`src/hw/rtl/i2cee_pkg.sv`:
```
// ============================================================================
// i2cee_pkg: shared types and constants for the serial EEPROM slave
// Protocol states, device select codes and the queue word between front/back.
// ============================================================================
`default_nettype none
package i2cee_pkg;

    typedef enum logic [2:0] {
        PS_IDLE = 3'd0,
        PS_RECV = 3'd1,
        PS_ACK  = 3'd2,
        PS_SEND = 3'd3,
        PS_WACK = 3'd4
    } t_proto;

    typedef enum logic [1:0] {
        BK_RUN    = 2'd0,
        BK_COMMIT = 2'd1,
        BK_RDWAIT = 2'd2
    } t_back_state;

    localparam logic [9:0] DEV_WRITE = 10'h1A0;
    localparam logic [9:0] DEV_READ  = 10'h1A1;
    localparam logic [7:0] DEV_SEL   = 8'hA0;
    localparam logic [7:0] ERASED    = 8'hFF;

    localparam logic ADDR_SMALL = 1'b0;
    localparam logic ADDR_BUSY  = 1'b1;

    // one pin update, as it travels from the front to the back
    typedef struct packed {
        logic        scl;
        logic        sda;
        logic [31:0] now;
    } t_pin_word;

endpackage
`default_nettype wire

```
`src/hw/rtl/i2cee_front.sv`:
```
// ============================================================================
// i2cee_front: pin update intake and two-entry queue
// Accepts pin updates and holds them until the protocol engine takes them.
// ============================================================================
`default_nettype none
module i2cee_front
    import i2cee_pkg::*;
(
    input  wire logic      i_clk,
    input  wire logic      i_rst_n,
    input  wire logic      i_valid,
    output logic           o_ready,
    input  wire t_pin_word i_word,
    output logic           o_valid,
    input  wire logic      i_take,
    output t_pin_word      o_word
);

    t_pin_word  r_q [2];
    logic       r_wp, r_rp;
    logic [1:0] r_cnt;
    logic       w_push, w_pop;

    assign o_ready = (r_cnt != 2'd2);
    assign o_valid = (r_cnt != 2'd0);
    assign o_word  = r_q[r_rp];
    assign w_push  = i_valid && o_ready;
    assign w_pop   = o_valid && i_take;

    // queue storage
    always_ff @(posedge i_clk) begin
        if (w_push) begin
            r_q[r_wp] <= i_word;
        end
    end

    // pointers and fill count
    always_ff @(posedge i_clk) begin
        if (!i_rst_n) begin
            r_wp  <= 1'b0;
            r_rp  <= 1'b0;
            r_cnt <= 2'd0;
        end else begin
            if (w_push) r_wp <= ~r_wp;
            if (w_pop)  r_rp <= ~r_rp;
            r_cnt <= r_cnt + {1'b0, w_push} - {1'b0, w_pop};
        end
    end

    a_no_overflow: assert property (@(posedge i_clk) disable iff (!i_rst_n)
        r_cnt != 2'd3) else $error("queue count out of range");
    a_full_blocks: assert property (@(posedge i_clk) disable iff (!i_rst_n)
        (r_cnt == 2'd2) |-> !o_ready) else $error("full queue accepts");
    a_pop_drops: assert property (@(posedge i_clk) disable iff (!i_rst_n)
        (w_pop && !w_push && r_cnt == 2'd1) |=> !o_valid)
        else $error("queue count slip");

endmodule
`default_nettype wire

```
`config.mk`:
```
export PLATFORM = sky130hd
export DESIGN_NAME = i2cee_front
export DESIGN_NICKNAME = d
export VERILOG_FILES = /design/src/hw/rtl/i2cee_pkg.sv /design/src/hw/rtl/i2cee_front.sv
export SDC_FILE = /design/constraint.sdc
export NUM_CORES = 1
export LEC_CHECK = 0
export BUFFER_PORTS_ARGS = -buffer_cell sky130_fd_sc_hd__buf_2
export CAP_MARGIN = 25
export CELL_PAD_IN_SITES_DETAIL_PLACEMENT = 1
export CELL_PAD_IN_SITES_GLOBAL_PLACEMENT = 2
export CORE_MARGIN = 3
export CORE_UTILIZATION = 41
export DETAILED_ROUTE_END_ITERATION = 10
export PLACE_DENSITY_LB_ADDON = 0.2
export SYNTH_ARGS = -nofsm -noshare
export SYNTH_HDL_FRONTEND = slang
export SYNTH_SLANG_ARGS = --single-unit
```
`constraint.sdc`:
```
create_clock -name i_clk -period 5.9 [get_ports i_clk]
set_clock_uncertainty 0.05 [all_clocks]
set_input_delay 0.295 -clock i_clk [delete_from_list [all_inputs] [get_ports i_clk]]
set_output_delay 0.295 -clock i_clk [all_outputs]
set_load 0.01 [all_outputs]
```
# After elaboration in Yosys (flattened, before gate mapping)

Memories as Yosys holds them, arrays and structs flattened. A register that Yosys moved wholly into a read port is not among the register bits.
Cells that the tools add are included.

Bits in registers: 4
Bits in latches: 0
Memory bits (writable): 68
Memory bits (read-only): 0
Memories kept: 1

Add/subtract/negate cells: 2
Multiply operators: 0
Div/mod/pow operators: 0
Order comparisons: 0
Eq/ne operators: 1
Shift-type cells: 0
Muxes and demuxes: 4
Bitwise gates (word level): 2
Reduce and logical (&&, ||, !) cells: 3

Memories:

| memory | words | width | read ports | clocked after Yosys merged registers in | write ports | line              | text |
|---|---|---|---|---|---|---|---|
| r_q    | 2     | 34    | 1          | 1                                       | 1           | i2cee_front.sv:19 | `t_pin_word r_q [2];` |

Operators with widths:

| kind                                          | count |
|---|---|
| two-way mux 1 bit                             | 4 |
| adder 2 x 1 -> 2 bit                          | 1 |
| logical AND 1 bit                             | 2 |
| inequality test 2 bit (second input constant) | 1 |
| inverter 1 bit                                | 2 |
| nonzero test 2 bit                            | 1 |
| subtractor 2 x 1 -> 2 bit                     | 1 |

# Longest topological paths before layout

Depth in word-level cells: 4
Gate-level depth with buffers: 8
Mapped depth without buffers: 8

# Worst setup path before layout

Ideal clock, no wire load.

Kind: register to register
From: register r_cnt[0]
To: memory r_q[0][0] in the netlist's numbering, enable pin
Data arrival time: 2.094 ns
Required time: 5.425 ns
Slack: 3.331 ns
Stages on the path, launching flop included: 4
Path buffers: 0
Cell sequence: dfxtp_1 -> nand2b_1 -> nand2_1 -> nor2_1

Word-level cells in the longest chain between the ends: 4

Ends and longest elaborated chain:

| item                                    | line              | text |
|---|---|---|
| start, declared                         | i2cee_front.sv:21 | `logic [1:0] r_cnt;` |
| start signal, assigned                  | i2cee_front.sv:46 | `r_cnt <= r_cnt + {1'b0, w_push} - {1'b0, w_pop};` |
| inequality test 2 bit                   | i2cee_front.sv:24 | `assign o_ready = (r_cnt != 2'd2);` |
| via o_ready                             | i2cee_front.sv:12 | `output logic o_ready,` |
| logical AND 1 bit                       | i2cee_front.sv:27 | `assign w_push = i_valid && o_ready;` |
| two-way mux 1 bit                       | i2cee_front.sv:32 | `if (w_push) begin` |
| two-way mux 1 bit (implied by the code) | i2cee_front.sv:33 | `r_q[r_wp] <= i_word;` |
| end, declared                           | i2cee_front.sv:19 |  |

The timed path passes the listed nets, and every way through them passes these cells.

==> reports/metrics.cfg <==
[pwr]
p_per_area_mw_per_mm2 = 417
vdd_drop_max_mv = 0.184
p_sw_share_pct = 26.7
p_leak_nw = 1.37
clkPwrFrac_pct = 25.0
seq_power_share_pct = 47.3
p_switching_mw = 0.387
p_int_mw = 1.06
p_total_mw = 1.45
comb_power_share_pct = 27.7

[grt]
antenna_found_initial = 0
grt_pass1_wl_mm = 7.68
grt_usage_pct = 13.6
grt_max_degree = 35
grt_pass1_vias = 1539
grt_overflow = 0

[detailed_routing]
vias = 1414
first_pass_iters = 4
wl_mm = 5.06
drc = 0
via_per_inst = 4.81
drt_iter0_markers = 93
antenna_left = 0
wl_per_cell_um = 17.2

[timing]
maxSlewHeadroom_pct = 43.5
period_share_pct = 32.5
hold_violations = 0
rsz0062_at_grt = false
slew_viol_final = 0
hold_slack_ns = 0.0963
fin_crit_ns = 1.92
max_freq_mhz = 522
setup_viol = 0
timing.setup.tns_ns = 0
worst_pin_slew_ns = 0.847

[worst_setup_path]
r2r_end = r_cnt[1]
r2r_start = r_cnt[0]
arrival_ns = 1.57
reg2reg_depth = 8
required_ns = 5.56
r2r_setup_slack_ns = 4.09
criticalPathCategory = flop to output port
end_kind = output port
crit_end = o_word[2]
crit_path_start_kind = flop
path_max_fanout = 29

[run_status]
status = completed

[cts]
cts_tree = done
root_buffer = clkbuf_8
cts_buffers = 9
h-tree-depth = 3
cts_resized = 0
cts_setup_buffers = 0
clk_path_buf_depth = 2
holdBufCountCts = 0
cts.sinks = 73
clock_latency_ns = 0.33
clkTransAtPathRegs_ns = 0.07

[floorplan]
core_area_mm2 = 0.00653
start_util_pct = 43.5
io_pins = 74
rows = 29
die_h_um = 89.3
dieArea_mm2 = 0.00797
die_w_um = 89.3

[synth]
synth_cell_types = 18
ys_ff_latch = 73
syn_area_mm2 = 0.00284
async_reset_ff_share_pct = 0
synthAdderAreaFrac_pct = 0.880
ys_dominant_reg_cell = edfxtp_1
synth-seq-area-share_pct = 75.3
synth_xor_area_share_pct = 0.924
synthSimpleGateAreaFrac_pct = 2.16
synth_common_cells = edfxtp_1 (68), mux2_4 (30), dfxtp_1 (5)
synth_area_leader_cell = edfxtp_1
synth_edf_count = 68
synth_top_family_by_area = multiplexers
synth_top_area_share_pct = 71.8
synth_area_per_cell_um2 = 21.9
synth-compound-area-share_pct = 0.308
synth_cells = 130
synthesis.nets = 170
yosysWarnings = 0
muxShareOfSynthArea_pct = 17.8
synthTopCellsByArea = edfxtp_1 (72%), mux2_4 (16%), dfxtp_1 (3.5%)
synth_most_common_cell = edfxtp_1

[hold_path]
hp-start = i_word[33]
hold_class = input pin to flop

[flow_run]
max-cap-violations = 0

[placement]
place.gp.congestion = 0.637
io_buffers = 73
dp_hpwl_mm = 3.37

[finish]
antenna_cells = 0
area_growth_pct = 22.0
fin_nets = 252
fin_util_pct = 53.1
drive_above_1_share_pct = 58.1

stage by stage:
step,cells,worst slack [ns],cell area (um^2)
global route,294,3.90,3470
global placement,276,3.94,3240
CTS,292,3.50,3420
finish,294,3.99,3470
detailed placement,276,3.88,3240
floorplan,130,3.33,2840
critical path, stage by stage, from the launching register on:
cell and delay [ns]:
dfxtp_2 0.46, buf_12 0.27, mux2_2 0.36, buf_2 0.14
power groups by stage:
| stage | combinational (mW) | clock, mW | sequential (mW) |
|---|---|---|---|
| 2_1_floorplan | 0.301 | 0 | 0.681 |
| 3_5_place_dp | 0.358 | 0 | 0.732 |
| 3_3_place_gp | 0.347 | 0 | 0.723 |
| 6_report | 0.400 | 0.362 | 0.684 |
| 5_1_grt | 0.438 | 0.394 | 0.693 |
| 4_1_cts | 0.359 | 0.374 | 0.722 |
area by class of cell:
class,instances,area [um^2]
fill,620,3060
sequential,73,2140
multi-input combinational,52,636
timing repair buffer,75,413
clock buffer,12,135
tap,77,96.3
clock inverter,4,43.8
inverter,1,3.75
cell usage in the layout (no fill, tap or decap):
cell type,netlist,final
mux2i_1,1,1
and3_2,0,1
or2_2,1,1
buf_2,0,73
dfxtp_2,0,1
clkbuf_1,0,3
nand2_1,2,2
ha_1,2,2
nor2b_1,2,2
inv_1,1,1
buf_12,3,1
mux2_4,30,30
buf_16,0,1
clkbuf_8,0,9
dfxtp_1,5,4
mux2_2,4,4
clkinv_1,0,1
nand2b_1,2,2
and2_1,2,2
nor2_4,0,1
xnor2_1,3,3
clkinv_2,0,2
o21a_2,1,1
bufinv_16,0,1
edfxtp_1,68,68
state kept, by name, indices dropped and copies added, names as in the netlist, named ones only:
register  flops
r_rp          1
r_q          68
r_wp          1
r_cnt         2
worst min path at each step:
stage	endpoint	slack (ns)	cells past startpoint
6_report	r_q[1][33]	0.1	1
4_1_cts	r_q[1][33]	0.08	1
5_1_grt	r_q[0][20]	0.08	1
3_3_place_gp	r_q[0][9]	0.43	1
2_1_floorplan	r_q[0][0]	0.34	0
3_5_place_dp	r_q[1][26]	0.44	1
kinds of logic (layout without fill, tap and decap cells):
family                     Yosys count  after routing
DFF                                 73             73
muxes                               35             35
and+or+nand+nor                     11             11
buffers and inverters                5             92
xor gates and xnor gates             3              3
adders and majority gates            2              2
AOI/OAI and AO/OA                    1              1
per-layer routing:
layer	global-route usage, %	up-vias	share of wire, %
li1	-	662	-
met1	14.5	688	35
met2	23.5	53	55
met3	4.70	11	7.5
met4	7.71	0	2.3
met5	0	-	0
(Power assumes the default switching activity.)
